--- src/rtl/core/chst_pkg.sv ---
// ----------------------------------------------------------------------------
// chst_pkg
// Types, constants and saturation helpers of the cubic Hermite spline table.
// ----------------------------------------------------------------------------
package chst_pkg;

	// Table geometry and number formats.
	localparam int MAX_POINTS  = 64;
	localparam int COORD_WIDTH = 32;
	localparam int ADDR_W      = $clog2(MAX_POINTS);
	localparam int CNT_W       = $clog2(MAX_POINTS + 1);
	localparam int T_W         = (17 + CNT_W > 24) ? 17 + CNT_W : 24;
	localparam int WIDE_W      = 96;

	localparam logic signed [WIDE_W-1:0] COORD_HI = (WIDE_W'(1) <<< (COORD_WIDTH - 1)) - 1;
	localparam logic signed [WIDE_W-1:0] COORD_LO = -COORD_HI - 1;
	localparam logic signed [WIDE_W-1:0] OUT_HI   = (WIDE_W'(1) <<< 31) - 1;
	localparam logic signed [WIDE_W-1:0] OUT_LO   = -OUT_HI - 1;

	typedef logic signed [COORD_WIDTH-1:0] coord_t;
	typedef logic [ADDR_W-1:0]             addr_t;
	typedef logic [CNT_W-1:0]              cnt_t;

	// Command codes as they arrive on the mode field.
	typedef enum logic [3:0] {
		MODE_INSERT   = 4'd0,
		MODE_REMOVE   = 4'd1,
		MODE_SET_PT   = 4'd2,
		MODE_SET_POS  = 4'd3,
		MODE_SET_VEL  = 4'd4,
		MODE_CLEAR    = 4'd5,
		MODE_CARDINAL = 4'd6,
		MODE_EVAL_CUM = 4'd7,
		MODE_EVAL_NRM = 4'd8,
		MODE_READ     = 4'd9
	} mode_t;

	// Result status codes.
	typedef enum logic [1:0] {
		ST_OK    = 2'd0,
		ST_FULL  = 2'd1,
		ST_RANGE = 2'd2,
		ST_FEW   = 2'd3
	} status_t;

	// Operation classes after decoding.
	typedef enum logic [2:0] {
		OPC_NOP    = 3'd0,
		OPC_INSERT = 3'd1,
		OPC_REMOVE = 3'd2,
		OPC_SET    = 3'd3,
		OPC_CLEAR  = 3'd4,
		OPC_CARD   = 3'd5,
		OPC_EVAL   = 3'd6,
		OPC_READ   = 3'd7
	} opc_t;

	// One command transaction as it arrives.
	typedef struct packed {
		logic [3:0]         mode;
		logic [6:0]         index;
		logic signed [31:0] pos_x;
		logic signed [31:0] pos_y;
		logic signed [31:0] vel_x;
		logic signed [31:0] vel_y;
		logic signed [31:0] end_vel_x;
		logic signed [31:0] end_vel_y;
		logic [23:0]        param_t;
		logic [16:0]        tension;
	} in_item_t;

	// One result transaction.
	typedef struct packed {
		logic signed [31:0] out_x;
		logic signed [31:0] out_y;
		logic signed [31:0] out_vel_x;
		logic signed [31:0] out_vel_y;
		logic [6:0]         point_count;
		logic [1:0]         status;
	} result_t;

	// Decoded command handed from the front end to the back end.
	typedef struct packed {
		opc_t        op;
		logic        set_pos;
		logic        set_vel;
		logic        norm;
		logic [6:0]  index;
		coord_t      px;
		coord_t      py;
		coord_t      vx;
		coord_t      vy;
		coord_t      ex;
		coord_t      ey;
		logic [23:0] t;
		logic [16:0] tension;
	} cmd_t;

	// One table entry.
	typedef struct packed {
		coord_t px;
		coord_t py;
		coord_t vx;
		coord_t vy;
	} point_t;

	// Saturate a wide signed value into the stored coordinate width.
	function automatic coord_t sat_coord(input logic signed [WIDE_W-1:0] v);
		coord_t r;
		if (v > COORD_HI) begin
			r = COORD_HI[COORD_WIDTH-1:0];
		end else if (v < COORD_LO) begin
			r = COORD_LO[COORD_WIDTH-1:0];
		end else begin
			r = v[COORD_WIDTH-1:0];
		end
		return r;
	endfunction

	// Bring a 32-bit input into the stored coordinate width.
	function automatic coord_t in_coord(input logic signed [31:0] raw);
		logic signed [WIDE_W-1:0] w;
		w = WIDE_W'(raw);
		return sat_coord(w);
	endfunction

	// Saturate a stored coordinate to the 32-bit result field.
	function automatic logic signed [31:0] sat_out(input coord_t c);
		logic signed [WIDE_W-1:0] w;
		logic signed [31:0]       r;
		w = WIDE_W'(c);
		if (w > OUT_HI) begin
			r = OUT_HI[31:0];
		end else if (w < OUT_LO) begin
			r = OUT_LO[31:0];
		end else begin
			r = w[31:0];
		end
		return r;
	endfunction

endpackage

--- src/rtl/core/chst_front.sv ---
// ----------------------------------------------------------------------------
// chst_front
// Accepts command transactions, decodes them and queues them for the back end.
// ----------------------------------------------------------------------------
module chst_front (
	input  logic              clk,
	input  logic              arst_n,
	input  chst_pkg::in_item_t command,
	input  logic              push,
	output logic              full,
	output chst_pkg::cmd_t    head,
	output logic              head_valid,
	input  logic              head_pop
);
	import chst_pkg::*;

	cmd_t       dec;
	cmd_t       q_q [2];
	logic       wr_q;
	logic       rd_q;
	logic [1:0] fill_q;
	logic       do_push;
	logic       do_pop;

	// Decode the mode into an operation class and condition the operands.
	always_comb begin
		dec         = '0;
		dec.op      = OPC_NOP;
		dec.index   = command.index;
		dec.px      = in_coord(command.pos_x);
		dec.py      = in_coord(command.pos_y);
		dec.vx      = in_coord(command.vel_x);
		dec.vy      = in_coord(command.vel_y);
		dec.ex      = in_coord(command.end_vel_x);
		dec.ey      = in_coord(command.end_vel_y);
		dec.t       = command.param_t;
		dec.tension = command.tension;
		unique case (command.mode) inside
			MODE_INSERT: begin
				dec.op = OPC_INSERT;
			end
			MODE_REMOVE: begin
				dec.op = OPC_REMOVE;
			end
			MODE_SET_PT, MODE_SET_POS, MODE_SET_VEL: begin
				dec.op      = OPC_SET;
				dec.set_pos = (command.mode != MODE_SET_VEL);
				dec.set_vel = (command.mode != MODE_SET_POS);
			end
			MODE_CLEAR: begin
				dec.op = OPC_CLEAR;
			end
			MODE_CARDINAL: begin
				dec.op = OPC_CARD;
			end
			MODE_EVAL_CUM, MODE_EVAL_NRM: begin
				dec.op   = OPC_EVAL;
				dec.norm = (command.mode == MODE_EVAL_NRM);
			end
			MODE_READ: begin
				dec.op = OPC_READ;
			end
			default: begin
				dec.op = OPC_NOP;
			end
		endcase
	end

	assign full       = (fill_q == 2'd2);
	assign head_valid = (fill_q != 2'd0);
	assign head       = q_q[rd_q];
	assign do_push    = push && !full;
	assign do_pop     = head_pop && head_valid;

	// Queue pointers and fill level.
	always_ff @(posedge clk or negedge arst_n) begin
		if (!arst_n) begin
			wr_q   <= 1'b0;
			rd_q   <= 1'b0;
			fill_q <= 2'd0;
		end else begin
			if (do_push) begin
				wr_q <= !wr_q;
			end
			if (do_pop) begin
				rd_q <= !rd_q;
			end
			if (do_push && !do_pop) begin
				fill_q <= fill_q + 2'd1;
			end else if (do_pop && !do_push) begin
				fill_q <= fill_q - 2'd1;
			end
		end
	end

	// Queue storage.
	always_ff @(posedge clk) begin
		if (do_push) begin
			q_q[wr_q] <= dec;
		end
	end

endmodule

--- config.mk ---
export PLATFORM = sky130hd
export DESIGN_NAME = chst_front
export DESIGN_NICKNAME = d
export VERILOG_FILES = /design/src/rtl/core/chst_pkg.sv /design/src/rtl/core/chst_front.sv
export SDC_FILE = /design/constraint.sdc
export NUM_CORES = 1
export LEC_CHECK = 0
export BUFFER_PORTS_ARGS = -buffer_cell sky130_fd_sc_hd__buf_2
export CORE_MARGIN = 10
export CORE_UTILIZATION = 35
export CTS_CLUSTER_SIZE = 25
export DETAILED_ROUTE_END_ITERATION = 7
export PLACE_DENSITY = 0.54
export SYNTH_ARGS = -nofsm -noshare
export SYNTH_HDL_FRONTEND = slang
export SYNTH_SLANG_ARGS = --single-unit
--- constraint.sdc ---
create_clock -name clk -period 16 [get_ports clk]
set_clock_uncertainty 0.05 [all_clocks]
set_input_delay 0.8 -clock clk [delete_from_list [all_inputs] [get_ports clk]]
set_output_delay 0.8 -clock clk [all_outputs]
set_load 0.01 [all_outputs]
## Word level (Yosys, flattened, before mapping)

Memories as Yosys holds them, arrays and structs flattened.
Index checks and enable logic that the tools add are counted.

| word-level totals | value |
|---|---|
| bits in latches | 0 |
| bits in writable memories | 492 |
| register bits | 4 |
| input bits | 248 |
| bits in read-only memories | 0 |
| memories | 1 |
| word-level logic and storage cells | 63 |

Memories:

| name | depth | bits a word | rd ports | clocked after Yosys merged registers in | wr ports | line | RTL |
|---|---|---|---|---|---|---|---|
| q_q | 2 | 246 | 1 | 0 | 1 | chst_front.sv:18 | `cmd_t q_q [2];` |

| operators by class | value |
|---|---|
| reduce and logical (&&, ||, !) cells | 14 |
| multiplexer cells | 19 |
| bitwise gates (word level) | 0 |
| multipliers | 0 |
| $add $sub $neg | 2 |
| equal/unequal tests | 12 |
| div/mod/pow operators | 0 |
| $lt $le $gt $ge | 12 |
| shift operators | 0 |

Operator list:

| kind | count |
|---|---|
| $mux 32 | 12 |
| $gt 32x32->1 const B | 6 |
| $lt 32x32->1 const B | 6 |
| $pmux 3 s7 | 1 |
| $eq 4x3->1 const B | 4 |
| $eq 4x2->1 const B | 2 |
| $eq 4x4->1 const B | 2 |
| $mux 2 | 3 |
| $logic_not 1->1 | 5 |
| $eq 4x1->1 const B | 1 |
| $logic_and 1x1->1 | 4 |
| $logic_not 4->1 | 1 |
| $ne 4x2->1 const B | 1 |
| $ne 4x3->1 const B | 1 |
| $reduce_bool 2->1 | 2 |
| $mux 1 | 3 |
| $reduce_or 3->1 | 1 |
| $add 2x1->2 const B | 1 |
| $eq 2x2->1 const B | 1 |
| $reduce_or 2->1 | 1 |
| $sub 2x1->2 const B | 1 |

## Depth between registers and ports, before layout

| logic depth | value |
|---|---|
| word-level depth | 7 |
| mapped depth | 7 |

## Worst setup path before layout

No wires, ideal clock.

| path | value |
|---|---|
| kind | input -> register |
| start point | input port push |
| end point | memory q_q[0][0] in the netlist's numbering, enable pin |
| setup time | 0.857 ns |
| data required time | 15.093 ns |
| path slack | 4.013 ns |
| path buffers | 0 |
| data arrival time | 11.080 ns |
| cell stages on the path | 2 |
| cell sequence | nand2_1 > nor2_1 |

| between the ends | value |
|---|---|
| cells in the longest elaborated chain, start to end | 3 |

Ends and longest elaborated chain:

| item | line | RTL |
|---|---|---|
| start: declaration | chst_front.sv:9 | `input logic push,` |
| $logic_and 1x1->1 | chst_front.sv:72 | `assign do_push = push && !full;` |
| $mux 1 | chst_front.sv:98 | `if (do_push) begin` |
| $mux 1 (not written as such) | chst_front.sv:99 | `q_q[wr_q] <= dec;` |
| end: declaration | chst_front.sv:18 |  |

No other way between the ends.

==> run summary <==
status -> completed
highest cell delay on the worst timing path -> 0.81 ns
WL final -> 43.7 mm
pwr/cell area -> 183 nW/µm²
Post-Synth XOR/XNOR Area -> 0.00279
Internal Pwr Total -> 2.96 mW
CTS Buffer Depth -> 3
Inserted Clock Buffers -> 51
Post-CTS Resized -> 0
Final Setup Violations -> 0
mean post-synth cell area -> 19.0 µm²
Root Driver -> clkbuf_16
CP cell instances -> buf_4 > buf_4 > mux2_2 > buf_2
Fin. Hold Viols -> 0
sequential share of power -> 0.443
initial core utilization -> 0.352
Least-Margin Pin Slew -> 1.14 ns
Max VDD drop -> 0.0990 mV
post-synthesis net count -> 1243
Static Leak -> 8.47 nW
setup TNS -> 0 ns
vias in the first global route -> 9993
Critical Path Source Type -> flip-flop
Post-CTS Setup Bufs -> 0
final hold slack -> 0.364 ns
fillers -> 4858
Max Cap Violations -> 0
largest family of logic cells by synthesized area -> multiplexers
Crit Path Class -> flip-flop to primary output
fraction of layout cells with a size suffix above 1 -> 0.601
maximum clock rate -> 221 MHz
post-synthesis compound-gate area fraction -> 0.00199
IO Count -> 496
yosys warns -> 0
Clk Latency, worst-skew pair -> 0.57 ns
WL/cell -> 21.0 µm
Max Fanout on Critical Path -> 67
Netlist cell types -> 24
full die area -> 63600 µm²
Slew headroom -> 0.237
minimum clock period -> 4.52 ns
Clock power frac -> 0.268
Placed Area -> 21300 µm²
Final Max Slew Viols -> 0
post-synthesis cell count -> 994
# nets final -> 1581
Synth Area in Simple Gates -> 0.00444
clk slew on worst S/H paths -> 0.06 ns
Combinational Power Share -> 0.289
worst hold path class -> input port to flip-flop
element type at the critical path end -> primary output
Synth-to-Final Area Change -> 21.5%
area of the core -> 53600 µm²
routability cong. -> 0.767
TritonRoute pass-1 iters -> 4
Port-buffer cells -> 495
H-tree levels -> 2
GRT overflow -> 0
Synth Area in Adders -> 0.000663
CP Data Arrival Time -> 3.67 ns
CTS tree -> yes
DR iter-0 viols -> 411
Seq cells post-synth -> 496
Seq/Total Area, Yosys -> 0.789
initial antenna violation count -> 12
first-pass GRT wire length -> 63.2 mm
cell at the slowest stage of the critical path -> buf_4
Netlist Area Pre-Place -> 18900 µm²
Sw Ratio -> 0.296
Design Area, Final -> 22900 µm²
Switch Pwr -> 1.25 mW
Rows -> 85
crit share post-route -> 0.283
unrepaired setup endpoints after global routing -> false
Post-DRT Antenna Nets -> 0
detailed placer's ending HPWL -> 30.3 mm
DRC Markers -> 0
cell repeated most along the worst path -> buf_4
via count -> 9393
largest net degree at the start of global routing -> 132
vias per inst -> 4.52
Worst EP required -> 15.15 ns
die span in y -> 252 µm
die width -> 252 µm
# clock sinks -> 496
mux contribution to synthesized area -> 0.147
Total GRT Usage -> 0.131
[registers in the layout (all words and copies together), names as in the netlist]
signal / cells
q_q: 492
rd_q: 1
fill_q: 2
wr_q: 1
[power groups by stage]
| stage | Combinational (mW) | Sequential [mW] | Clock [mW] |
|---|---|---|---|
| 5_1_grt | 1.31 | 1.89 | 1.22 |
| 4_1_cts | 1.25 | 1.86 | 1.17 |
| 3_3_place_gp | 1.24 | 1.88 | 0 |
| 2_1_floorplan | 0.820 | 1.95 | 0 |
| 6_report | 1.21 | 1.86 | 1.13 |
| 3_5_place_dp | 1.25 | 1.89 | 0 |
[logic make-up after synthesis]
family | count (synthesis)
DFF | 496
muxes | 246
buffers and inverters | 223
and+or+nand+nor | 16
AOI/OAI and AO/OA | 6
xor gates and xnor gates | 6
adders and majority gates | 1
[per-stage QoR]
stage | util | setup slack (ns) | power (mW) | cells
2_1_floorplan | - | 4.01 | 2.77 | 994
3_3_place_gp | 0.397 | 12.09 | 3.12 | 1974
3_5_place_dp | 0.397 | 11.99 | 3.14 | 1974
4_1_cts | 0.427 | 11.35 | 4.28 | 2071
5_1_grt | 0.427 | 11.21 | 4.42 | 2074
6_report | 0.428 | 11.48 | 4.20 | 2079
[metal layers]
metal  track usage  vias to the layer above  part of all wire
met5             0                        -            0.0019
met4        0.0344                       12             0.019
met3        0.0515                       70             0.088
met2         0.220                      354              0.49
met1         0.156                     4662              0.40
li1              -                     4295                 -
[critical path: cells and delay by family, from the launching register on]
family,cells,cell delay (ns)
buffers and inverters,3,1.73
DFF,1,0.79
muxes,1,0.43
[placed cells by master (no fill, tap or decap), types with 2 or more instances in the layout]
| master | count |
|---|---|
| buf_2 | 495 |
| buf_4 | 8 |
| bufinv_16 | 3 |
| clkbuf_1 | 11 |
| clkbuf_16 | 51 |
| clkbuf_8 | 4 |
| clkinv_1 | 12 |
| clkinv_2 | 8 |
| clkinvlp_4 | 2 |
| dfrtp_1 | 3 |
| diode_2 | 8 |
| edfxtp_1 | 492 |
| inv_1 | 3 |
| inv_6 | 4 |
| mux2_2 | 246 |
| nand2_1 | 2 |
| nand2b_1 | 3 |
| nor2_1 | 4 |
| nor3_1 | 2 |
| o21ai_0 | 2 |
| xnor2_1 | 4 |
| xor2_1 | 2 |
[layout make-up]
| type | instances | area [µm²] | area share |
|---|---|---|---|
| multi-input combinational | 275 | 2970 | 0.130 |
| clock inverter | 30 | 234 | 0.0102 |
| timing repair buffer | 505 | 2570 | 0.112 |
| inverter | 3 | 11.3 | 0.000491 |
| antenna | 8 | 20.0 | 0.000873 |
| sequential | 496 | 14900 | 0.649 |
| clock buffer | 66 | 1370 | 0.0599 |
| tap | 696 | 871 | 0.0380 |
[cell usage after synthesis]
cell      count  share of area
a21o_1        1        0.00040
a21oi_1       1        0.00027
and3_1        1        0.00033
buf_2         1        0.00027
buf_4         1        0.00040
buf_6        25          0.015
clkbuf_1    193          0.038
dfrtp_1       4         0.0053
edfxtp_1    492           0.78
ha_1          1        0.00066
inv_1         3        0.00060
mux2_2      246           0.15
nand2_1       2        0.00040
nand2b_1      3         0.0010
nand3b_1      1        0.00040
nor2_1        5         0.0010
nor3_1        2        0.00053
o211a_1       1        0.00053
o21ai_0       2        0.00053
o21ai_1       1        0.00027
or2_2         1        0.00033
or3b_1        1        0.00046
xnor2_1       4         0.0019
xor2_1        2        0.00093
[timing repair]
action | 4_1_cts | 5_1_grt
hold buffers | 1 | 0
setup endpoints to repair | 0 | 0
hold endpoints to repair | 4 | 0
[worst paths after layout]
check                                  start          end  slack (ns)  depth (start not counted)
worst max register to register     fill_q[0]  q_q[0][151]       12.39                          5
worst min register to register     fill_q[1]    fill_q[1]        0.45                          1
worst max-delay path                    rd_q     head[17]       11.48                          4
min in group asynchronous             arst_n         wr_q        0.54                          2
max in group asynchronous             arst_n         rd_q       15.21                          2
worst min-delay path            command[109]  q_q[1][109]        0.36                          1
(Power assumes the default switching activity.)
